`src/hw/rtl/bftr_pkg.sv`:
```
// ----------------------------------------------------------------------------
// bftr_pkg: shared types and constants of the bitmap font text renderer
// Holds the configuration struct, codes and the sequencer state type.
// ----------------------------------------------------------------------------
package bftr_pkg;

  localparam int CoordBits    = 16;
  localparam int MaxCellWidth = 16;
  localparam int MaxCellHgt   = 16;

  // input operation codes
  localparam logic [1:0] OP_LOAD   = 2'd0;
  localparam logic [1:0] OP_START  = 2'd1;
  localparam logic [1:0] OP_CHAR   = 2'd2;
  localparam logic [1:0] OP_FINISH = 2'd3;

  // result kinds
  localparam logic [1:0] KIND_ROW   = 2'd0;
  localparam logic [1:0] KIND_WIDTH = 2'd1;
  localparam logic [1:0] KIND_RANGE = 2'd2;

  // special characters
  localparam logic [7:0] CHAR_NEWLINE = 8'd10;
  localparam logic [7:0] CHAR_SPACE   = 8'd32;

  // register indexes
  localparam logic [2:0] REG_PROP  = 3'd0;
  localparam logic [2:0] REG_CW    = 3'd1;
  localparam logic [2:0] REG_CH    = 3'd2;
  localparam logic [2:0] REG_SPACE = 3'd3;
  localparam logic [2:0] REG_FIRST = 3'd4;
  localparam logic [2:0] REG_LAST  = 3'd5;
  localparam logic [2:0] REG_GAP   = 3'd6;
  localparam logic [2:0] REG_ROT   = 3'd7;

  typedef struct packed {
    logic       proportional_mode;
    logic [4:0] cell_width;
    logic [4:0] cell_height;
    logic [7:0] space_advance;
    logic [7:0] first_code;
    logic [7:0] last_code;
    logic [7:0] glyph_gap;
    logic       rotation;
  } cfg_t;

  typedef enum logic [2:0] {
    S_IDLE, S_MUL, S_WRD, S_WCAP, S_RHI, S_RLO, S_EMIT, S_ADV
  } state_t;

endpackage

```
`src/hw/rtl/bftr_cfg.sv`:
```
// ----------------------------------------------------------------------------
// bftr_cfg: configuration registers on an APB-style port
// Eight registers at byte addresses 4*i, write and read back.
// ----------------------------------------------------------------------------
module bftr_cfg import bftr_pkg::*; (
  input  logic        clk,
  input  logic        rst_n,
  input  logic        psel,
  input  logic        penable,
  input  logic        pwrite,
  input  logic [4:0]  paddr,
  input  logic [31:0] pwdata,
  output logic [31:0] prdata,
  output logic        pready,
  output cfg_t        cfg
);

  cfg_t       cfg_r;
  logic [2:0] idx;

  assign idx    = paddr[4:2];
  assign pready = 1'b1;
  assign cfg    = cfg_r;

  // write registers on the access cycle
  always_ff @(posedge clk) begin
    if (!rst_n) begin
      cfg_r.proportional_mode <= 1'b0;
      cfg_r.cell_width        <= 5'd8;
      cfg_r.cell_height       <= 5'd8;
      cfg_r.space_advance     <= 8'd4;
      cfg_r.first_code        <= 8'd32;
      cfg_r.last_code         <= 8'd127;
      cfg_r.glyph_gap         <= 8'd1;
      cfg_r.rotation          <= 1'b0;
    end else if (psel && penable && pwrite) begin
      unique case (idx)
        REG_PROP:  cfg_r.proportional_mode <= pwdata[0];
        REG_CW:    cfg_r.cell_width        <= pwdata[4:0];
        REG_CH:    cfg_r.cell_height       <= pwdata[4:0];
        REG_SPACE: cfg_r.space_advance     <= pwdata[7:0];
        REG_FIRST: cfg_r.first_code        <= pwdata[7:0];
        REG_LAST:  cfg_r.last_code         <= pwdata[7:0];
        REG_GAP:   cfg_r.glyph_gap         <= pwdata[7:0];
        REG_ROT:   cfg_r.rotation          <= pwdata[0];
        default:   ;
      endcase
    end
  end

  // read back
  always_comb begin
    prdata = '0;
    unique case (idx)
      REG_PROP:  prdata[0]   = cfg_r.proportional_mode;
      REG_CW:    prdata[4:0] = cfg_r.cell_width;
      REG_CH:    prdata[4:0] = cfg_r.cell_height;
      REG_SPACE: prdata[7:0] = cfg_r.space_advance;
      REG_FIRST: prdata[7:0] = cfg_r.first_code;
      REG_LAST:  prdata[7:0] = cfg_r.last_code;
      REG_GAP:   prdata[7:0] = cfg_r.glyph_gap;
      REG_ROT:   prdata[0]   = cfg_r.rotation;
      default:   prdata = '0;
    endcase
  end

endmodule

```
`config.mk`:
```
export PLATFORM = sky130hd
export DESIGN_NAME = bftr_cfg
export DESIGN_NICKNAME = d
export VERILOG_FILES = /design/src/hw/rtl/bftr_pkg.sv /design/src/hw/rtl/bftr_cfg.sv
export SDC_FILE = /design/constraint.sdc
export NUM_CORES = 1
export LEC_CHECK = 0
export ABC_CLOCK_PERIOD_IN_PS = 1410
export BUFFER_PORTS_ARGS = -buffer_cell sky130_fd_sc_hd__buf_2
export CAP_MARGIN = 5
export CORE_MARGIN = 5
export CORE_UTILIZATION = 35
export DETAILED_ROUTE_END_ITERATION = 16
export PLACE_DENSITY = 0.73
export RECOVER_POWER = 25
export SYNTH_ARGS = -nofsm -noshare
export SYNTH_HDL_FRONTEND = slang
export SYNTH_SLANG_ARGS = --single-unit
```
`constraint.sdc`:
```
create_clock -name clk -period 1.41 [get_ports clk]
set_input_delay 0.141 -clock clk [delete_from_list [all_inputs] [get_ports clk]]
set_output_delay 0.141 -clock clk [all_outputs]
set_load 0.01 [all_outputs]
```
Word-level counts from Yosys, hierarchy flattened
Index checks and enable logic that the tools add are counted.
Storage, ports and cells
  bits of input ports: 42
  bits in registers: 44
Cells by class
  multiplexer cells: 3
  eq/ne operators: 7
  reduce and logical (&&, ||, !) cells: 11
Operator list (count)
  $pmux W4 S6: 1
  $reduce_and A2 Y1: 8
  $eq A3 B3 Y1 const B: 4
  $pmux W3 S4: 1
  $pmux W1 S8: 1
  $eq A3 B2 Y1 const B: 2
  $eq A3 B1 Y1 const B: 1
  $logic_not A3 Y1: 1
  $logic_and A1 B1 Y1: 2

Logic depth before layout (Yosys ltp)
  depth in word-level cells: 3
  mapped depth: 5

Least setup slack after synthesis
No wires, ideal clock.
  path type: input port to output port
  start point: in paddr[2]
  end point: out prdata[4]
  stages: 4
  buffers on the path: 2
  data arrival time: 1.142 ns
  slack: 0.127 ns
  cell sequence: buf_2 buf_6 mux2_2 a221o_1
Between the ends
  word-level cells in the longest chain between the ends: 2
  elaborated cells between the ends (all ways): 7
  classes of those cells: eq/ne (6); mux (1)
RTL lines
  from (decl): RTL line bftr_cfg.sv:11  | input logic [4:0] paddr,
  $eq A3 B3 Y1 (tied with other cells): RTL line bftr_cfg.sv:54  | unique case (idx)
  $pmux W4 S6 (*): RTL line bftr_cfg.sv:54
  to (decl): RTL line bftr_cfg.sv:13  | output logic [31:0] prdata,
Mark *: on every way between the ends. The rest lies on a longest branch, timed or not.

Worst setup path after layout
  start point: reg cfg_r (netlist bit cfg[17])
  end point: out prdata[0]
Between the ends
  word-level cells in the longest chain between the ends: 1
RTL lines
  from (decl): RTL line bftr_cfg.sv:18  | cfg_t cfg_r;
  $pmux W1 S8: RTL line bftr_cfg.sv:54
Every way passes these cells.

==> flow_summary_export.csv <==
group,metric,value,unit
setup_path,timing.rr.end,"cfg[35]$_SDFFE_PN0P_",
clock_network,cts_max_level,2,
floorplanning,die_y,91.2,um
layout,diodes,0,
timing,fin_crit,1.53,ns
placed_design,placed_area,0.00278,mm^2
synth,ys_ff_latch,44,
clock_network,hold_buffers,0,
layout,nFillCells,637,
floorplanning,start_util,36.2,%
synth,synth_edf_count,0,
layout,layout_common_cells,"buf_2, mux2i_1, nand2_1, dfxtp_1, buf_4",
run_status,outcome,"finished with violations",
floorplanning,die_w,91.2,um
power,internal-power,0.00191,W
placed_design,post-place-ws,-0.121,ns
power,power_density,853,mW/mm^2
synth,syn_area_per_cell,9.28,um^2
clock_network,cts_buffer_depth,2,
floorplanning,dieArea,0.00832,mm^2
power,seqPwrFrac,49.6,%
worst_hold_path,min_delay_worst_endpoint,"cfg[27]$_SDFFE_PN1P_",
drt,routed_via_density,5.04,
layout,postLayoutCellArea,0.00298,mm^2
synth,seq_area_frac_synth,38.1,%
synth,async_flop_share,0,%
timing,clock_skew,0,ns
flow_run,maxCapViolations,0,
worst_hold_path,hold_path_class,"input port to flop",
worst_hold_path,hp-start,"pwdata[2]",
drt,drc_errors,0,
worst_hold_path,hold_path_depth,3,
grt,grt_pass1_wl,10.4,mm
drt,vias,2101,
synth,synth_ff_type,"dfxtp_1",
drt,drtIter0Drc,131,
timing,max-slew-margin-rel,57.9,%
setup_path,cp_data_required_time,1.27,ns
setup_path,rr_worst_depth,4,
power,leakagePower,1.37,nW
layout,nets,381,
layout,largest_reg_flops,44,
grt,grt.overflow.total,0,
layout,layout_commonest_cell,"buf_2",
drt,route.antenna.remaining_nets,0,
run_status,violations,"setup timing",
clock_network,tritoncts,"done",
layout,fin_util,46.6,%
timing,setup_violations,5,
timing,worst_slew_pin_slew,0.631,ns
synth,syn_area,0.00231,mm^2
power,switching_share,24.9,%
setup_path,worstPathMaxFanout,3,
timing,final_hold_viol_count,0,
setup_path,cp-end-kind,"output port",
drt,drt_pass1_iterations,4,
floorplanning,pin_count,119,
setup_path,start_kind,"flop",
grt,grt_max_degree,39,
timing,fmax,0.652,GHz
timing,drv_slew,0,
placed_design,io_buffers,67,
power,power,0.00254,W
setup_path,crit_type,"flop to output port",
grt,grt_pass1_vias,2144,
power,p_sw,0.000633,W
setup_path,cp_data_arrival_time,1.39,ns
synth,syn_inst,249,
clock_network,cts_root_buf,"clkbuf_8",
power,ir_worst_vdd,0.000534,V
synth,ys_warn_count,0,
power,pwr-share-comb,13.0,%
drt,wirelength,6.58,mm
grt,grt_usage,15.2,%
setup_path,rrSetupSlack,0.63,ns
setup_path,reg2reg_from,"cfg[35]$_SDFFE_PN0P_",
placed_design,place_hpwl,5.09,mm
power,clkPwrFrac,37.4,%
timing,timing.hold.ws,0.134,ns
placed_design,place_congestion,0.863,
timing,setup_slack,-0.123,ns
clock_network,clk_pin_slew,0.08,ns
clock_network,numCtsBuffers,5,
drt,wl_per_cell,15.8,um
synth,synth_cell_types,37,
clock_network,clk_latency,0.29,ns
floorplanning,fp-row-count,29,
timing,fin_crit_sh,109,%
timing,rsz0062_at_grt,"true",
layout,drive_above_1_share,34.7,%
floorplanning,design.core.area,0.00639,mm^2
clock_network,numClockSinks,44,
grt,antenna_found_initial,0,
layout,syn2layout_area_growth,28.9,%
[power by group through the flow]
stage	clock network, W	registers [W]	logic, W
2_1_floorplan	0	0.00129	0.000238
3_3_place_gp	0	0.00129	0.000307
3_5_place_dp	0	0.00129	0.000312
4_1_cts	0.000976	0.00126	0.000326
5_1_grt	0.00102	0.00126	0.000359
6_report	0.000949	0.00126	0.000331
[stage by stage]
stage | TNS [ns] | instances
6_report | -0.318 | 417
5_1_grt | -0.647 | 417
4_1_cts | -0.374 | 416
3_5_place_dp | -0.666 | 402
3_3_place_gp | -0.594 | 402
2_1_floorplan | 0 | 272
[cell usage after synthesis, types with 3 or more instances]
cell | number | area (um^2)
nor2b_1 | 14 | 87.6
o21ai_0 | 6 | 30.0
nand3_1 | 3 | 15.0
mux2i_1 | 42 | 420
o311ai_0 | 5 | 43.8
nand3b_1 | 3 | 22.5
a32o_1 | 3 | 30.0
nand2_1 | 40 | 150
nor2_1 | 3 | 11.3
buf_4 | 25 | 188
dfxtp_1 | 44 | 881
buf_2 | 6 | 30.0
clkbuf_1 | 8 | 30.0
o2bb2ai_1 | 3 | 26.3
a221oi_1 | 4 | 35.0
inv_1 | 6 | 22.5
mux2_2 | 6 | 67.6
a21oi_1 | 4 | 20.0
[critical path, stage by stage (launching register included)]
cell,delay [ns]
dfxtp_1,0.36
inv_1,0.05
o311a_1,0.36
o22ai_2,0.18
buf_2,0.16
[cell type report]
| cell class | count | area, um^2 | share of cell area (%) |
|---|---|---|---|
| clock buffers | 6 | 72.6 | 2.44 |
| clock inverters | 2 | 35.0 | 1.18 |
| flip-flops and latches | 44 | 891 | 29.9 |
| multi-input cells | 181 | 1270 | 42.8 |
| well taps | 77 | 96.3 | 3.24 |
| inverters | 6 | 22.5 | 0.757 |
| repair buffers | 101 | 586 | 19.7 |
[what timing repair did]
item | 4_1_cts | 5_1_grt
buffers inserted | 6 | 1
pin swaps | 3 | 2
setup endpoints to repair | 8 | 6
gates resized for setup | 15 | 6
gates cloned | 0 | 0
[worst max path at each step]
stage	startpoint	endpoint	depth (start not counted)
3_5_place_dp	paddr[2]	prdata[4]	6
6_report	cfg[17]$_SDFFE_PN0P_	prdata[0]	4
2_1_floorplan	paddr[2]	prdata[4]	4
3_3_place_gp	paddr[2]	prdata[4]	6
4_1_cts	cfg[0]$_SDFFE_PN0P_	prdata[0]	4
5_1_grt	cfg[0]$_SDFFE_PN0P_	prdata[0]	4
[routing by layer]
metal / wire (um) / track usage, % / vias up
met5: 0 / 0 / -
met4: 65 / 4.65 / 0
met3: 552 / 4.30 / 8
met2: 3150 / 25.8 / 96
met1: 2810 / 18.5 / 992
li1: - / - / 1005
[logic make-up after synthesis]
logic type | after synthesis | synth area share, %
other | 2 | 0.325
flip-flops | 44 | 38.1
AO/OA/AOI/OAI | 37 | 12.3
multiplexers | 48 | 21.1
buffers and inverters | 47 | 12.4
AND/OR/NAND/NOR | 71 | 15.8
Power figures use the tool's default switching activity.
