`src/hw/rtl/bftr_pkg.sv`:
```
// ----------------------------------------------------------------------------
// bftr_pkg: shared types and constants of the bitmap font text renderer
// Holds the configuration struct, codes and the sequencer state type.
// ----------------------------------------------------------------------------
package bftr_pkg;

  localparam int CoordBits    = 16;
  localparam int MaxCellWidth = 16;
  localparam int MaxCellHgt   = 16;

  // input operation codes
  localparam logic [1:0] OP_LOAD   = 2'd0;
  localparam logic [1:0] OP_START  = 2'd1;
  localparam logic [1:0] OP_CHAR   = 2'd2;
  localparam logic [1:0] OP_FINISH = 2'd3;

  // result kinds
  localparam logic [1:0] KIND_ROW   = 2'd0;
  localparam logic [1:0] KIND_WIDTH = 2'd1;
  localparam logic [1:0] KIND_RANGE = 2'd2;

  // special characters
  localparam logic [7:0] CHAR_NEWLINE = 8'd10;
  localparam logic [7:0] CHAR_SPACE   = 8'd32;

  // register indexes
  localparam logic [2:0] REG_PROP  = 3'd0;
  localparam logic [2:0] REG_CW    = 3'd1;
  localparam logic [2:0] REG_CH    = 3'd2;
  localparam logic [2:0] REG_SPACE = 3'd3;
  localparam logic [2:0] REG_FIRST = 3'd4;
  localparam logic [2:0] REG_LAST  = 3'd5;
  localparam logic [2:0] REG_GAP   = 3'd6;
  localparam logic [2:0] REG_ROT   = 3'd7;

  typedef struct packed {
    logic       proportional_mode;
    logic [4:0] cell_width;
    logic [4:0] cell_height;
    logic [7:0] space_advance;
    logic [7:0] first_code;
    logic [7:0] last_code;
    logic [7:0] glyph_gap;
    logic       rotation;
  } cfg_t;

  typedef enum logic [2:0] {
    S_IDLE, S_MUL, S_WRD, S_WCAP, S_RHI, S_RLO, S_EMIT, S_ADV
  } state_t;

endpackage

```
`src/hw/rtl/bftr_core.sv`:
```
// ----------------------------------------------------------------------------
// bftr_core: glyph sequencer and pen state
// Walks a glyph in the store one byte a step and emits one word per row.
// ----------------------------------------------------------------------------
module bftr_core import bftr_pkg::*; #(
  parameter int AddrBits = 12
) (
  input  logic                clk,
  input  logic                rst_n,
  input  cfg_t                cfg,
  input  logic                in_valid,
  output logic                in_stall,
  input  logic [1:0]          in_op,
  input  logic [11:0]         in_glyph_addr,
  input  logic [7:0]          in_glyph_byte,
  input  logic signed [15:0]  in_origin_x,
  input  logic signed [15:0]  in_origin_y,
  input  logic [23:0]         in_ink_color,
  input  logic [7:0]          in_char_code,
  output logic                ram_we,
  output logic [AddrBits-1:0] ram_waddr,
  output logic [7:0]          ram_wdata,
  output logic                ram_re,
  output logic [AddrBits-1:0] ram_raddr,
  input  logic [7:0]          ram_rdata,
  output logic                out_valid,
  input  logic                out_stall,
  output logic [1:0]          out_kind,
  output logic signed [15:0]  out_row_x,
  output logic signed [15:0]  out_row_y,
  output logic [15:0]         out_row_mask,
  output logic [4:0]          out_row_length,
  output logic                out_run_down,
  output logic [23:0]         out_row_color,
  output logic [15:0]         out_text_width,
  output logic                out_last
);

  state_t state_r, state_nxt;

  logic [15:0] pen_along_r, pen_line_r, line_start_r;
  logic [15:0] line_width_r, widest_r;
  logic [23:0] color_r;
  logic [AddrBits-1:0] ptr_r;
  logic [4:0]  gw_r, rows_r;
  logic [15:0] line_r;
  logic [7:0]  hi_r;
  logic [7:0]  gdiff_r;

  logic        out_valid_r;
  logic [1:0]  kind_r;
  logic [15:0] x_r, y_r, mask_r, tw_r;
  logic [4:0]  len_r;
  logic        down_r, last_r;
  logic [23:0] ocol_r;

  logic        accept, out_free;
  logic [4:0]  eff_w, eff_h;
  logic [1:0]  bpr;
  logic [5:0]  stride;
  logic [7:0]  gdiff;
  logic [13:0] prod;
  logic        in_range;
  logic [8:0]  adv;
  logic [15:0] adv_ext, sp_ext, max_w;
  logic [15:0] mask_bits, keep;
  logic [7:0]  lo_byte;
  logic [4:0]  wbyte_sat;

  // effective sizes
  assign eff_w  = (cfg.cell_width  > 5'(MaxCellWidth)) ? 5'(MaxCellWidth) : cfg.cell_width;
  assign eff_h  = (cfg.cell_height > 5'(MaxCellHgt))   ? 5'(MaxCellHgt)   : cfg.cell_height;
  assign bpr    = (eff_w == 5'd0) ? 2'd0 : ((eff_w > 5'd8) ? 2'd2 : 2'd1);
  assign stride = 6'(bpr) * 6'(eff_h) + 6'(cfg.proportional_mode);
  assign gdiff  = in_char_code - cfg.first_code;
  assign prod   = 14'(gdiff_r) * 14'(stride);
  assign in_range = (in_char_code >= cfg.first_code) && (in_char_code <= cfg.last_code);

  assign adv     = 9'(gw_r) + 9'(cfg.glyph_gap);
  assign adv_ext = 16'(adv);
  assign sp_ext  = 16'(cfg.space_advance);
  assign max_w   = (line_width_r > widest_r) ? line_width_r : widest_r;

  assign lo_byte   = (bpr == 2'd2) ? ram_rdata : 8'd0;
  assign keep      = ~(16'hFFFF >> gw_r);
  assign mask_bits = {hi_r, lo_byte} & keep;
  assign wbyte_sat = (ram_rdata > 8'(eff_w)) ? eff_w : 5'(ram_rdata);

  assign accept   = in_valid && !in_stall;
  assign out_free = !out_valid_r || !out_stall;

  function automatic logic [15:0] sat_add(input logic [15:0] a, input logic [15:0] b);
    logic [16:0] s;
    s = {1'b0, a} + {1'b0, b};
    return s[16] ? 16'hFFFF : s[15:0];
  endfunction

  // next state
  always_comb begin
    state_nxt = state_r;
    unique case (state_r)
      S_IDLE: begin
        if (accept && in_op == OP_CHAR && in_char_code != CHAR_SPACE &&
            in_char_code != CHAR_NEWLINE && in_range) begin
          state_nxt = S_MUL;
        end
      end
      S_MUL: begin
        if (cfg.proportional_mode) state_nxt = S_WRD;
        else if (eff_h == 5'd0)    state_nxt = S_ADV;
        else                       state_nxt = S_RHI;
      end
      S_WRD:  state_nxt = S_WCAP;
      S_WCAP: state_nxt = (eff_h == 5'd0) ? S_ADV : S_RHI;
      S_RHI:  state_nxt = S_RLO;
      S_RLO:  state_nxt = S_EMIT;
      S_EMIT: begin
        if (out_free) state_nxt = (rows_r == 5'd1) ? S_ADV : S_RHI;
      end
      S_ADV:  state_nxt = S_IDLE;
      default: state_nxt = S_IDLE;
    endcase
  end

  // handshake and store port control
  always_comb begin
    in_stall  = 1'b1;
    ram_we    = 1'b0;
    ram_re    = 1'b0;
    ram_waddr = AddrBits'(in_glyph_addr);
    ram_wdata = in_glyph_byte;
    ram_raddr = ptr_r;
    unique case (state_r)
      S_IDLE: begin
        in_stall = out_valid_r;
        ram_we   = accept && (in_op == OP_LOAD);
      end
      S_WRD:  ram_re = 1'b1;
      S_RHI:  ram_re = (bpr != 2'd0);
      S_RLO:  ram_re = (bpr == 2'd2);
      default: ;
    endcase
  end

  // sequencer and pen state
  always_ff @(posedge clk) begin
    if (!rst_n) begin
      state_r      <= S_IDLE;
      pen_along_r  <= '0;
      pen_line_r   <= '0;
      line_start_r <= '0;
      line_width_r <= '0;
      widest_r     <= '0;
      color_r      <= '0;
    end else begin
      state_r <= state_nxt;
      unique case (state_r)
        S_IDLE: begin
          if (accept && in_op == OP_START) begin
            line_start_r <= cfg.rotation ? in_origin_y : in_origin_x;
            pen_along_r  <= cfg.rotation ? in_origin_y : in_origin_x;
            pen_line_r   <= cfg.rotation ? in_origin_x : in_origin_y;
            line_width_r <= '0;
            widest_r     <= '0;
            color_r      <= in_ink_color;
          end else if (accept && in_op == OP_CHAR && in_char_code == CHAR_SPACE) begin
            pen_along_r  <= cfg.rotation ? pen_along_r - sp_ext : pen_along_r + sp_ext;
            line_width_r <= sat_add(line_width_r, sp_ext);
          end else if (accept && in_op == OP_CHAR && in_char_code == CHAR_NEWLINE) begin
            pen_along_r  <= line_start_r;
            pen_line_r   <= pen_line_r - 16'(eff_h) - 16'd1;
            widest_r     <= max_w;
            line_width_r <= '0;
          end
        end
        S_ADV: begin
          pen_along_r  <= cfg.rotation ? pen_along_r - adv_ext : pen_along_r + adv_ext;
          line_width_r <= sat_add(line_width_r, adv_ext);
        end
        default: ;
      endcase
    end
  end

  // glyph walk datapath
  always_ff @(posedge clk) begin
    unique case (state_r)
      S_IDLE: begin
        if (accept) gdiff_r <= gdiff;
      end
      S_MUL: begin
        ptr_r  <= AddrBits'(prod);
        gw_r   <= eff_w;
        rows_r <= eff_h;
        line_r <= pen_line_r + 16'(eff_h) - 16'd1;
      end
      S_WRD:  ptr_r <= ptr_r + AddrBits'(1);
      S_WCAP: gw_r  <= wbyte_sat;
      S_RHI:  if (bpr != 2'd0) ptr_r <= ptr_r + AddrBits'(1);
      S_RLO: begin
        hi_r <= (bpr != 2'd0) ? ram_rdata : 8'd0;
        if (bpr == 2'd2) ptr_r <= ptr_r + AddrBits'(1);
      end
      S_EMIT: begin
        if (out_free) begin
          rows_r <= rows_r - 5'd1;
          line_r <= line_r - 16'd1;
        end
      end
      default: ;
    endcase
  end

  // output word register
  always_ff @(posedge clk) begin
    if (!rst_n) begin
      out_valid_r <= 1'b0;
    end else if (state_r == S_IDLE && accept && in_op == OP_FINISH) begin
      out_valid_r <= 1'b1;
    end else if (state_r == S_IDLE && accept && in_op == OP_CHAR &&
                 in_char_code != CHAR_SPACE && in_char_code != CHAR_NEWLINE && !in_range) begin
      out_valid_r <= 1'b1;
    end else if (state_r == S_EMIT && out_free) begin
      out_valid_r <= 1'b1;
    end else if (out_valid_r && !out_stall) begin
      out_valid_r <= 1'b0;
    end
  end

  // output payload
  always_ff @(posedge clk) begin
    if (state_r == S_IDLE && accept) begin
      kind_r <= (in_op == OP_FINISH) ? KIND_WIDTH : KIND_RANGE;
      x_r    <= '0;
      y_r    <= '0;
      mask_r <= '0;
      len_r  <= '0;
      down_r <= 1'b0;
      ocol_r <= '0;
      tw_r   <= (in_op == OP_FINISH) ? max_w : 16'd0;
      last_r <= 1'b1;
    end else if (state_r == S_EMIT && out_free) begin
      kind_r <= KIND_ROW;
      x_r    <= cfg.rotation ? line_r : pen_along_r;
      y_r    <= cfg.rotation ? pen_along_r : line_r;
      mask_r <= mask_bits;
      len_r  <= gw_r;
      down_r <= cfg.rotation;
      ocol_r <= color_r;
      tw_r   <= '0;
      last_r <= (rows_r == 5'd1);
    end
  end

  assign out_valid      = out_valid_r;
  assign out_kind       = kind_r;
  assign out_row_x      = x_r;
  assign out_row_y      = y_r;
  assign out_row_mask   = mask_r;
  assign out_row_length = len_r;
  assign out_run_down   = down_r;
  assign out_row_color  = ocol_r;
  assign out_text_width = tw_r;
  assign out_last       = last_r;

endmodule

```
`config.mk`:
```
export PLATFORM = sky130hd
export DESIGN_NAME = bftr_core
export DESIGN_NICKNAME = d
export VERILOG_FILES = /design/src/hw/rtl/bftr_pkg.sv /design/src/hw/rtl/bftr_core.sv
export SDC_FILE = /design/constraint.sdc
export NUM_CORES = 1
export LEC_CHECK = 0
export BUFFER_PORTS_ARGS = -buffer_cell sky130_fd_sc_hd__clkbuf_2
export CORE_MARGIN = 2
export CORE_UTILIZATION = 50
export DETAILED_ROUTE_END_ITERATION = 16
export GPL_ROUTABILITY_DRIVEN = 0
export PLACE_DENSITY_LB_ADDON = 0.15
export SYNTH_ARGS = -nofsm -noshare
export SYNTH_HDL_FRONTEND = slang
export SYNTH_SLANG_ARGS = --single-unit
```
`constraint.sdc`:
```
create_clock -name clk -period 20.6 [get_ports clk]
set_input_delay 3.09 -clock clk [delete_from_list [all_inputs] [get_ports clk]]
set_output_delay 3.09 -clock clk [all_outputs]
set_load 0.03 [all_outputs]
```
* Yosys cells after proc, flatten, opt, wreduce, memory -nomap -nowiden
Index checks and enable logic that the tools add are counted.
** Operators by class
- $add $sub $neg :: 16
- Shifts and indexed selects :: 1
- Magnitude comparators :: 7
- Equality and inequality tests :: 22
- Reductions and logical operators :: 42
- Multipliers :: 2
- Muxes and demuxes :: 56
- Bitwise logic cells :: 2
** Operators by type and width (number)
- $mux W16 :: 25
- $pmux W16 S2 :: 3
- $pmux W12 S4 :: 1
- $sub A16 B1 Y16 const B :: 3
- $mux W12 :: 2
- $pmux W3 S8 :: 1
- $mux W5 :: 4
- $pmux W5 S2 :: 2
- $logic_and A1 B1 Y1 :: 18
- $add A16 B8 Y17 :: 1
- $add A16 B9 Y17 :: 1
- $add A16 B5 Y16 :: 1
- $add A16 B8 Y16 :: 1
- $add A16 B9 Y16 :: 1
- $and A16 B16 Y16 :: 1
- $gt A16 B16 Y1 :: 1
- $not A16 Y16 :: 1
- $shr A16 B5 Y16 const A :: 1
- $sub A16 B5 Y16 :: 1
- $sub A16 B8 Y16 :: 1
- $sub A16 B9 Y16 :: 1
- $mux W2 :: 7
- $add A12 B1 Y12 const B :: 1
- $eq A3 B3 Y1 const B :: 4
- 35 further kinds :: 65
** Word-level totals
- Output and inout bits :: 133
- Word-level logic and storage cells :: 171
- Input bits :: 142
- Bits in registers :: 259

* Logic depth before layout (Yosys ltp)
Gate-level depths: netlist (run 1).
- Depth after elaboration :: 11
- Gate-level depth with buffers :: 24
- Mapped depth without buffers :: 24

* Least setup slack after synthesis (run 1)
Ideal clock, no wire load.
- Path type :: input to register
- Start :: input port cfg[38] in the netlist's numbering
- End :: register ptr_r[10] (netlist: ram_raddr[10]) (data pin)
- Stages on the path :: 22
- Library setup time :: 0.267 ns
- Data required time :: 20.333 ns
- Slack :: 12.027 ns
- Data arrival time :: 8.305 ns
- Path buffers :: 0
- Cell sequence :: o31a_1 -> nor2_1 -> nand2_1 -> nor2_1 -> ha_1 -> a21o_1 -> a21o_1 -> a2111o_1 -> o211ai_1 -> nand2_1 -> fa_1 -> fa_1 -> fa_1 -> inv_1 -> ha_1 -> a21o_1 -> a21o_1 -> a21o_1 -> a21o_1 -> a21oi_1 -> xor2_1 -> mux2i_1
** Between the ends
- Word-level cells in the longest chain between the ends :: 9
- Elaborated cells on any way between the ends :: 10
** Ends and longest elaborated chain
- start: declaration :: line bftr_core.sv:10 : input cfg_t cfg,
- $gt A5 B5 Y1 :: line bftr_core.sv:71 : assign eff_w = (cfg.cell_width > 5'(MaxCellWidth)) ? 5'(MaxCellWidth) : cfg.cell_width;
- $mux W5 (*) :: line bftr_core.sv:71
- $gt A5 B4 Y1 :: line bftr_core.sv:73 : assign bpr = (eff_w == 5'd0) ? 2'd0 : ((eff_w > 5'd8) ? 2'd2 : 2'd1);
- $mux W2 :: line bftr_core.sv:73
- $mux W2 (*) :: line bftr_core.sv:73
- $mul A2 B5 Y6 (*) :: line bftr_core.sv:74 : assign stride = 6'(bpr) * 6'(eff_h) + 6'(cfg.proportional_mode);
- $add A6 B1 Y6 (*) :: line bftr_core.sv:74
- $mul A8 B6 Y12 (*) :: line bftr_core.sv:76 : assign prod = 14'(gdiff_r) * 14'(stride);
- $pmux W12 S4 (*) :: line bftr_core.sv:187 : unique case (state_r)
- end signal: assignment :: line bftr_core.sv:192 : ptr_r <= AddrBits'(prod);
- end signal: assignment :: line bftr_core.sv:197 : S_WRD: ptr_r <= ptr_r + AddrBits'(1);
- end signal: assignment :: line bftr_core.sv:199 : S_RHI: if (bpr != 2'd0) ptr_r <= ptr_r + AddrBits'(1);
- end: declaration :: line bftr_core.sv:44 : logic [AddrBits-1:0] ptr_r;
Every way passes the cells marked *; elsewhere a longest branch is shown, timed or not.
A chain may end at the register's enable or synchronous reset.

* Worst setup path in the final report (run 1)
- Start :: input port cfg[38] in the netlist's numbering
- End :: register ptr_r[11] (netlist: ram_raddr[11]) (data pin)
Same word-level chain as after synthesis.

==> impl_metrics.env, run 1 <==
export IMPL_wl_mm=52.6
export IMPL_drv_slew=0
export IMPL_synth_top_area_share_pct=20.6
export IMPL_grt_usage_pct=27.0
export IMPL_critPathMaxFanout=7
export IMPL_p_total_uw=1930
export IMPL_slowest_stage="fa_1"
export IMPL_grt_ovfl_total=0
export IMPL_synth_area_leaders="dfxtp_1 (21%), edfxtp_1 (12%), ha_1 (11%), o21ai_0 (4.8%), nand2_1 (4.8%)"
export IMPL_cts_num_sinks=259
export IMPL_grt_pass1_vias=15536
export IMPL_yosysWarnings=0
export IMPL_antenna_left=0
export IMPL_period_minus_slack_ns=8.70
export IMPL_cts_max_path_buffers=3
export IMPL_clk_pin_slew_ns=0.06
export IMPL_crit_chain="clkbuf_2 -> o31a_1 -> nor2_1 -> nand2_1 -> nor2_1 -> ha_1 -> a21o_1 -> a21o_1 -> a2111o_1 -> o211ai_1 -> nand2_1 -> fa_1 -> fa_1 -> fa_1 -> inv_1 -> ha_1 -> a21o_1 -> a21o_1 -> a21o_1 -> a21oi_1 -> o21ai_0 -> xnor2_1 -> a21oi_1"
export IMPL_pre_cts_slack_ns=11.32
export IMPL_relSlewSlack_pct=6.71
export IMPL_finalSetupViolations=0
export IMPL_crit_start="cfg[38]"
export IMPL_cp_end_kind="flop"
export IMPL_cellLeakagePower_uw=0.00896
export IMPL_timing_final_hold_violations=0
export IMPL_drt_first_pass_iters=5
export IMPL_port_buffers=234
export IMPL_seq_area_frac_synth_pct=32.4
export IMPL_fmax_ghz=0.115
export IMPL_hold_ws_ns=0.436
export IMPL_async_flop_share_pct=0
export IMPL_holdCritPathClass="flop to flop"
export IMPL_syn_inst=2173
export IMPL_drtIter0Drc=1232
export IMPL_fin_crit_sh_pct=42.2
export IMPL_power_density_nw_per_um2=93.3
export IMPL_grt_max_degree=74
export IMPL_crit_arrival_ns=8.99
export IMPL_n_antenna_cell=0
export IMPL_vias=16340
export IMPL_rows=69
export IMPL_core_um2=35700
export IMPL_final_area_um2=20700
export IMPL_max_stage_delay_ns=0.54
export IMPL_drv_cap=0
export IMPL_grt_pass1_wl_mm=82.8
export IMPL_via_per_inst=5.79
export IMPL_rsz0062_at_grt="no"
export IMPL_fin_nets=2664
export IMPL_startpoint_type="input port"
export IMPL_place_hpwl_mm=38.9
export IMPL_avgSynthCellArea_um2=8.38
export IMPL_tns_ns=0
export IMPL_die_area_um2=38000
export IMPL_synth_edf_count=72
export IMPL_synth_largest_area_cell="dfxtp_1"
export IMPL_drive_above_1_share_pct=14.2
export IMPL_antenna_found_initial=1
export IMPL_synth_nets=2502
export IMPL_areaGrowthSynthToFinish_pct=13.5
export IMPL_die_y_um=195
export IMPL_r2r_start="gw_r[3]"
export IMPL_insertion_delay_ns=0.58
export IMPL_min_from="color_r[0]"
export IMPL_wl_per_cell_um=18.7
export IMPL_crit_path_end="ram_raddr[11]"
export IMPL_fin_skew_ns=0.0100
export IMPL_r2r_slack_ns=16.03
export IMPL_cts_buffers=30
export IMPL_ys_types=76
export IMPL_htreeDepth=1
export IMPL_fin_ws_ns=11.90
export IMPL_r2r_cells=16
export IMPL_holdBufCountCts=0
export IMPL_ioPinCount=275
export IMPL_postCtsSetupRepairBufs=0
export IMPL_dpl_instance_area_um2=19600
export IMPL_reg2reg_to="pen_along_r[15]"
export IMPL_root_buffer="clkbuf_16"
export IMPL_netlist_area_um2=18200
export IMPL_start_util_pct=50.9
export IMPL_path_class="input port to flop"
export IMPL_tightestPinTransition_ns=1.40
export IMPL_cp_common_cell="a21o_1"
export IMPL_ys_ff_latch=259
export IMPL_irDropWorstVdd_mv=0.0651
export IMPL_drc=0
export IMPL_die_width_um=195
export IMPL_outcome="finished clean"
export IMPL_postCtsResizedCells=0
export IMPL_tritoncts="built"
export IMPL_synth_main_ff_cell="dfxtp_1"
export IMPL_critical_path_required_ns=20.89
-- cell type report --
| type | instances | area (um^2) |
|---|---|---|
| Timing Repair Buffer | 251 | 1300 |
| Clock buffer | 39 | 841 |
| Multi-Input combinational cell | 1647 | 11300 |
| Fill cell | 3360 | 15100 |
| Clock inverter | 17 | 231 |
| Tap cell | 461 | 577 |
| Inverter | 146 | 548 |
| Sequential cell | 259 | 5910 |
-- metrics by stage --
| stage | instances | utilization (%) |
|---|---|---|
| floorplan | 2173 | - |
| global placement | 2764 | 54.8 |
| detailed placement | 2764 | 54.8 |
| CTS | 2820 | 57.8 |
| global route | 2820 | 57.8 |
| finish | 2820 | 57.8 |
-- Yosys cell counts (all sizes together) (7+ instances only) --
library cell / count
nand2: 232
dfxtp: 187
o21ai: 176
ha: 154
a21oi: 151
inv: 144
nor2: 140
nand3: 131
clkbuf: 85
xnor2: 79
edfxtp: 72
mux2i: 67
and2: 47
nor3: 38
xor2: 37
buf: 36
fa: 33
a21o: 32
a211oi: 24
a31oi: 24
nor2b: 23
o21a: 23
o2bb2ai: 21
and3: 17
nand2b: 14
o211ai: 13
or3: 13
mux2: 12
nand4: 12
o31ai: 12
nor4: 9
o21bai: 9
a22oi: 8
o22ai: 7
or4: 7
-- kinds of logic after synthesis --
| logic type | Yosys count | synth area share, % |
|---|---|---|
| AND/OR/NAND/NOR | 708 | 18.5 |
| AO/OA/AOI/OAI | 557 | 18.9 |
| buffers and inverters | 267 | 5.96 |
| flip-flops | 259 | 32.4 |
| adder cells (fa/ha/maj) | 187 | 14.2 |
| XOR/XNOR | 116 | 5.58 |
| multiplexers | 79 | 4.42 |
-- critical path: cells and delay by family --
kind,cells,cell delay (ns)
XOR/XNOR,1,0.18
adder cells (fa/ha/maj),5,2.17
buffers and inverters,2,0.14
AND/OR/NAND/NOR,4,0.99
AO/OA/AOI/OAI,11,2.39
-- worst min path at each step --
stage,endpoint,slack (ns),cells past startpoint
floorplan,out_row_color[0],0.42,2
global placement,out_row_color[10],0.42,2
detailed placement,out_row_color[0],0.43,2
CTS,out_row_color[21],0.44,2
global route,out_row_color[20],0.46,2
finish,out_row_color[0],0.44,2
-- registers in the layout (all words and copies together), names as in the netlist, 16 cells and up --
register,count
color_r,24
out_row_color,24
line_r,16
line_start_r,16
line_width_r,16
out_row_mask,16
out_row_x,16
out_row_y,16
out_text_width,16
pen_along_r,16
pen_line_r,16
widest_r,16
-- layer usage --
| layer | global-route usage, % | vias to the layer above | routed length, um |
|---|---|---|---|
| met5 | 0 | - | 9 |
| met3 | 4.49 | 81 | 4280 |
| met1 | 37.5 | 7711 | 23600 |
| met2 | 43.1 | 545 | 23400 |
| met4 | 8.45 | 2 | 1420 |
| li1 | - | 8001 | - |
-- report_power, final --
part / leakage (uW) / internal, uW / switching, uW / total, uW
Clock: 0.000528 / 352 / 226 / 578
Sequential: 0.00219 / 613 / 66.8 / 680
Combinational: 0.00625 / 252 / 418 / 669
-- placed cells by master (no fill, tap or decap), types with 8 or more instances in the layout --
| cell type | instances |
|---|---|
| nand3_1 | 130 |
| inv_1 | 144 |
| nand2b_1 | 14 |
| a22oi_1 | 8 |
| a21o_1 | 32 |
| or3_1 | 13 |
| buf_4 | 18 |
| fa_1 | 33 |
| mux2i_1 | 67 |
| a21oi_1 | 150 |
| o21ai_0 | 174 |
| nand4_1 | 12 |
| nand2_1 | 231 |
| xor2_1 | 37 |
| o2bb2ai_1 | 21 |
| nor3_1 | 36 |
| o211ai_1 | 13 |
| nor2b_1 | 23 |
| and3_1 | 17 |
| dfxtp_1 | 187 |
| nor2_1 | 140 |
| edfxtp_1 | 72 |
| a31oi_1 | 24 |
| mux2_2 | 12 |
| clkbuf_16 | 32 |
| and2_1 | 47 |
| o21a_1 | 23 |
| clkbuf_2 | 233 |
| ha_1 | 154 |
| o21bai_1 | 9 |
| o31ai_1 | 12 |
| a211oi_1 | 24 |
| xnor2_1 | 79 |
(Power assumes the default switching activity.)
==> run 2: changes to the inputs <==
==> constraint.sdc (replaced) <==
create_clock -name clk -period 8.1 [get_ports clk]
set_input_delay 1.215 -clock clk [delete_from_list [all_inputs] [get_ports clk]]
set_output_delay 1.215 -clock clk [all_outputs]
set_load 0.03 [all_outputs]
==> impl_metrics.env, run 2 (synthesis results as in run 1) <==
export IMPL_r2r_slack_ns=3.49
export IMPL_core_um2=35700
export IMPL_slowest_stage="fa_1"
export IMPL_drtIter0Drc=1339
export IMPL_drv_slew=0
export IMPL_die_area_um2=38000
export IMPL_finalSetupViolations=0
export IMPL_startpoint_type="input port"
export IMPL_die_width_um=195
export IMPL_path_class="input port to flop"
export IMPL_drc=0
export IMPL_htreeDepth=1
export IMPL_fmax_ghz=0.145
export IMPL_wl_per_cell_um=18.4
export IMPL_grt_usage_pct=26.6
export IMPL_antenna_left=0
export IMPL_clk_pin_slew_ns=0.06
export IMPL_port_buffers=234
export IMPL_critPathMaxFanout=7
export IMPL_timing_final_hold_violations=0
export IMPL_tns_ns=0
export IMPL_grt_ovfl_total=0
export IMPL_fin_skew_ns=0.00948
export IMPL_r2r_start="gw_r[3]"
export IMPL_cp_end_kind="flop"
export IMPL_crit_arrival_ns=7.19
export IMPL_reg2reg_to="pen_along_r[14]"
export IMPL_insertion_delay_ns=0.57
export IMPL_final_area_um2=20600
export IMPL_rows=69
export IMPL_power_density_nw_per_um2=233
export IMPL_dpl_instance_area_um2=19600
export IMPL_instances_no_fill=2821
export IMPL_min_path_cells=2
export IMPL_layout_filler_cells=3316
export IMPL_rsz0062_at_grt="no"
export IMPL_crit_start="cfg[38]"
export IMPL_relSlewSlack_pct=10.4
export IMPL_start_util_pct=50.9
export IMPL_crit_path_end="ram_raddr[11]"
export IMPL_r2r_cells=17
export IMPL_irDropWorstVdd_mv=0.161
export IMPL_fin_nets=2665
export IMPL_max_stage_delay_ns=0.54
export IMPL_hold_ws_ns=0.436
export IMPL_holdCritPathClass="flop to flop"
export IMPL_tightestPinTransition_ns=1.34
export IMPL_grt_max_degree=73
export IMPL_grt_pass1_vias=15132
export IMPL_crit_chain="clkbuf_2 -> o31a_1 -> nor2_1 -> nand2_1 -> nor2_1 -> ha_1 -> a21o_1 -> a21o_1 -> a2111o_1 -> o211ai_1 -> nand2_1 -> fa_1 -> fa_1 -> fa_1 -> inv_1 -> ha_1 -> a21o_1 -> a21o_1 -> a21o_1 -> a21oi_1 -> o21ai_0 -> xnor2_1 -> a21oi_1"
export IMPL_areaGrowthSynthToFinish_pct=13.2
export IMPL_place_hpwl_mm=38.8
export IMPL_die_y_um=195
export IMPL_multiInputGateArea_um2=11300
export IMPL_period_minus_slack_ns=6.91
export IMPL_cts_max_path_buffers=3
export IMPL_min_from="color_r[13]"
export IMPL_root_buffer="clkbuf_16"
export IMPL_fin_crit_sh_pct=85.3
export IMPL_critical_path_required_ns=8.38
export IMPL_holdBufCountCts=0
export IMPL_outcome="finished clean"
export IMPL_postCtsSetupRepairBufs=0
export IMPL_seq_area_um2=5910
export IMPL_postCtsResizedCells=0
export IMPL_cts_num_sinks=259
export IMPL_vias=16282
export IMPL_drv_cap=0
export IMPL_ioPinCount=275
export IMPL_via_per_inst=5.77
export IMPL_drive_above_1_share_pct=14.1
export IMPL_grt_pass1_wl_mm=82.0
export IMPL_drt_first_pass_iters=5
export IMPL_tritoncts="built"
export IMPL_p_total_uw=4800
export IMPL_cellLeakagePower_uw=0.00893
export IMPL_wl_mm=51.9
export IMPL_antenna_found_initial=1
export IMPL_layout_commonest_cell="clkbuf_2"
export IMPL_cts_buffers=30
export IMPL_n_antenna_cell=0
export IMPL_layout_common_cells="clkbuf_2 (233), nand2_1 (231), dfxtp_1 (187), o21ai_0 (174), ha_1 (154)"
export IMPL_dp_cells=2765
export IMPL_cp_common_cell="a21o_1"
==> run 2: cell types whose count changed in the layout (fill, tap and decap cells not counted), sizes merged <==
cell,delta
buf,+1
clkinvlp,+2
clkinv,+2
bufinv,-3
inv,-1
==> run 2: per-stage QoR <==
step	worst slack (ns)	utilization, %
after floorplan	1.40	-
after global placement	0.856	54.8
after detailed placement	0.665	54.8
after CTS	1.24	57.7
after global routing	0.926	57.7
final	1.19	57.7
==> run 2: layer usage <==
metal / part of all wire, % / track usage [%] / vias up
li1: - / - / 8000
met1: 46 / 38.3 / 7618
met2: 44 / 41.7 / 580
met3: 7.1 / 3.75 / 82
met4: 2.7 / 7.21 / 2
met5: 0.025 / 0 / -
==> run 2: final cells by class <==
type	count	area share [%]
Clock inverter	17	0.783
Sequential cell	259	28.7
Multi-Input combinational cell	1647	54.6
Timing Repair Buffer	252	6.35
Clock buffer	39	4.10
Tap cell	461	2.80
Inverter	146	2.66
==> run 2: how the worst min path moves through the flow <==
| stage | endpoint | slack (ns) |
|---|---|---|
| global route | out_row_color[12] | 0.45 |
| finish | out_row_color[13] | 0.44 |
| detailed placement | out_row_color[13] | 0.43 |
| CTS | out_row_color[13] | 0.44 |
| global placement | out_row_color[10] | 0.42 |
| floorplan | out_row_color[0] | 0.42 |
==> run 2: power by group <==
part / total, uW / leakage (uW) / switching, uW / internal (uW)
clock network: 1380 / 0.000486 / 575 / 802
logic: 1690 / 0.00625 / 1060 / 640
registers: 1730 / 0.00219 / 168 / 1560
==> run 2: worst max-delay path, delay by kind of cell <==
| family | cells | cell delay, ns |
|---|---|---|
| XOR/XNOR | 1 | 0.17 |
| adder cells (fa/ha/maj) | 5 | 2.20 |
| AND/OR/NAND/NOR | 4 | 1.01 |
| buffers and inverters | 2 | 0.15 |
| AO/OA/AOI/OAI | 11 | 2.46 |
==> run 3: changes to the inputs <==
--- a/config.mk
+++ b/config.mk
@@ -5,11 +5,13 @@
 export SDC_FILE = /design/constraint.sdc
 export NUM_CORES = 1
 export LEC_CHECK = 0
+export ABC_AREA = 1
 export BUFFER_PORTS_ARGS = -buffer_cell sky130_fd_sc_hd__clkbuf_2
 export CORE_MARGIN = 2
 export CORE_UTILIZATION = 50
 export DETAILED_ROUTE_END_ITERATION = 16
 export GPL_ROUTABILITY_DRIVEN = 0
+export HOLD_SLACK_MARGIN = 0.05
 export PLACE_DENSITY_LB_ADDON = 0.15
 export SYNTH_ARGS = -nofsm -noshare
 export SYNTH_HDL_FRONTEND = slang
==> impl_metrics.env, run 3 <==
export IMPL_outcome="finished clean"
export IMPL_synth_top_area_share_pct=20.1
export IMPL_async_flop_share_pct=0
export IMPL_critical_path_required_ns=8.42
export IMPL_antenna_left=0
export IMPL_wl_mm=54.5
export IMPL_fin_util_pct=57.2
export IMPL_port_buffers=234
export IMPL_slowest_stage="a21oi_1"
export IMPL_root_buffer="clkbuf_16"
export IMPL_cellLeakagePower_uw=0.0102
export IMPL_synth_nets=2937
export IMPL_path_class="input port to flop"
export IMPL_cts_max_path_buffers=3
export IMPL_yosysWarnings=0
export IMPL_rows=70
export IMPL_timing_final_hold_violations=0
export IMPL_max_stage_delay_ns=0.58
export IMPL_grt_ovfl_total=0
export IMPL_cts_num_sinks=259
export IMPL_netlist_area_um2=18700
export IMPL_finalSetupViolations=0
export IMPL_insertion_delay_ns=0.58
export IMPL_die_area_um2=38900
export IMPL_tns_ns=0
export IMPL_power_density_nw_per_um2=197
export IMPL_tritoncts="built"
export IMPL_fin_skew_ns=0.0257
export IMPL_startpoint_type="input port"
export IMPL_fin_crit_sh_pct=81.1
export IMPL_ys_ff_latch=259
export IMPL_holdCritPathClass="flop to flop"
export IMPL_cp_end_kind="flop"
export IMPL_dpl_instance_area_um2=20000
export IMPL_start_util_pct=50.9
export IMPL_final_area_um2=21000
export IMPL_drive_above_1_share_pct=11.9
export IMPL_synth_largest_area_cell="dfxtp_1"
export IMPL_htreeDepth=1
export IMPL_crit_arrival_ns=6.89
export IMPL_yosysMostFrequentCell="nand2_1"
export IMPL_r2r_cells=20
export IMPL_grt_pass1_wl_mm=87.2
export IMPL_p_total_uw=4130
export IMPL_wl_per_cell_um=16.7
export IMPL_drt_first_pass_iters=6
export IMPL_relSlewSlack_pct=31.2
export IMPL_critPathMaxFanout=6
export IMPL_drv_cap=0
export IMPL_syn_inst=2608
export IMPL_fmax_ghz=0.152
export IMPL_antenna_found_initial=1
export IMPL_die_width_um=197
export IMPL_cts_buffers=30
export IMPL_hold_ws_ns=0.450
export IMPL_postCtsSetupRepairBufs=0
export IMPL_vias=18193
export IMPL_rsz0062_at_grt="no"
export IMPL_period_minus_slack_ns=6.57
export IMPL_min_path_cells=2
export IMPL_seq_area_frac_synth_pct=31.6
export IMPL_tightestPinTransition_ns=1.03
export IMPL_synth_common_cells="nand2_1 (577), inv_1 (330), nor2_1 (243)"
export IMPL_layout_common_cells="nand2_1 (577), inv_1 (328), nor2_1 (243), clkbuf_2 (233), o21ai_0 (210)"
export IMPL_grt_max_degree=98
export IMPL_core_um2=36700
export IMPL_synth_main_ff_cell="dfxtp_1"
export IMPL_areaGrowthSynthToFinish_pct=12.5
export IMPL_via_per_inst=5.57
export IMPL_layout_commonest_cell="nand2_1"
export IMPL_place_hpwl_mm=41.2
export IMPL_drv_slew=0
export IMPL_fin_nets=3102
export IMPL_ioPinCount=275
export IMPL_drc=0
export IMPL_avgSynthCellArea_um2=7.16
export IMPL_drtIter0Drc=1291
export IMPL_clk_pin_slew_ns=0.06
export IMPL_ys_types=55
export IMPL_synth_area_leaders="dfxtp_1 (20%), nand2_1 (12%), edfxtp_1 (12%), ha_1 (10%), inv_1 (6.6%)"
export IMPL_holdBufCountCts=0
export IMPL_grt_pass1_vias=17186
export IMPL_cp_common_cell="nand2_1"
export IMPL_die_y_um=197
export IMPL_irDropWorstVdd_mv=0.150
export IMPL_synth_edf_count=72
export IMPL_postCtsResizedCells=0
export IMPL_grt_usage_pct=27.7
[run 3: changes by cell type after synthesis, moves of 19 or more]
cell       before  now
nor2b_1        23    0
a21oi_1       151  190
a22o_1          0   24
clkbuf_1       85   66
o21ai_0       175  210
nor2_1        140  243
and2_1         47    2
xnor2_1        79   24
o2bb2ai_1      21    0
mux2i_1        67    1
nand2_1       232  577
a31oi_1        24   67
inv_1         144  330
[run 3: worst paths after layout]
path                                        end             from  slack [ns]
worst max-delay path              ram_raddr[10]          cfg[39]        1.53
worst min-delay path            out_row_mask[4]  out_row_mask[4]        0.45
worst max register to register  pen_along_r[13]          gw_r[0]        3.80
worst min register to register  out_row_mask[4]  out_row_mask[4]        0.45
[run 3: power by group]
part / internal, uW / total (uW) / switching [uW]
registers: 1430 / 1510 / 77.4
clock network: 807 / 1370 / 558
logic: 441 / 1260 / 819
total: 2680 / 4130 / 1450
[run 3: kinds of logic after synthesis]
family          synth area share, %
simple gates                   22.9
compound gates                 18.4
buf+inv                        9.85
flops                          31.6
fa+ha+maj                      13.9
xor+xnor                       3.19
mux                           0.114
[run 3: area by class of cell]
cell class | instances | area [um^2]
Fill cell | 3495 | 15700
Tap cell | 468 | 586
Antenna cell | 1 | 2.50
Sequential cell | 259 | 5910
Timing Repair Buffer | 250 | 1290
Clock buffer | 46 | 913
Multi-Input combinational cell | 1893 | 10900
Clock inverter | 10 | 87.6
Inverter | 339 | 1270
[run 3: worst max-delay path, delay by kind of cell]
family | cells | cell delay (ns)
adders and majority gates | 5 | 2.20
AOI/OAI and AO/OA | 8 | 1.65
and+or+nand+nor | 13 | 1.36
xor gates and xnor gates | 1 | 0.30
buffers and inverters | 2 | 0.14
[run 3: per-stage QoR]
stage          cells  setup slack, ns
2_1_floorplan   2608             1.75
3_3_place_gp    3209             1.13
3_5_place_dp    3209             1.01
4_1_cts         3265             1.61
5_1_grt         3266             1.11
6_report        3266             1.53
[run 3: metal layers]
| metal | track usage [%] | vias to the layer above | part of all wire [%] |
|---|---|---|---|
| li1 | - | 8999 | - |
| met3 | 4.54 | 112 | 7.7 |
| met5 | 0 | - | 0 |
| met2 | 45.0 | 683 | 45 |
| met1 | 37.2 | 8399 | 44 |
| met4 | 9.94 | 0 | 3.4 |
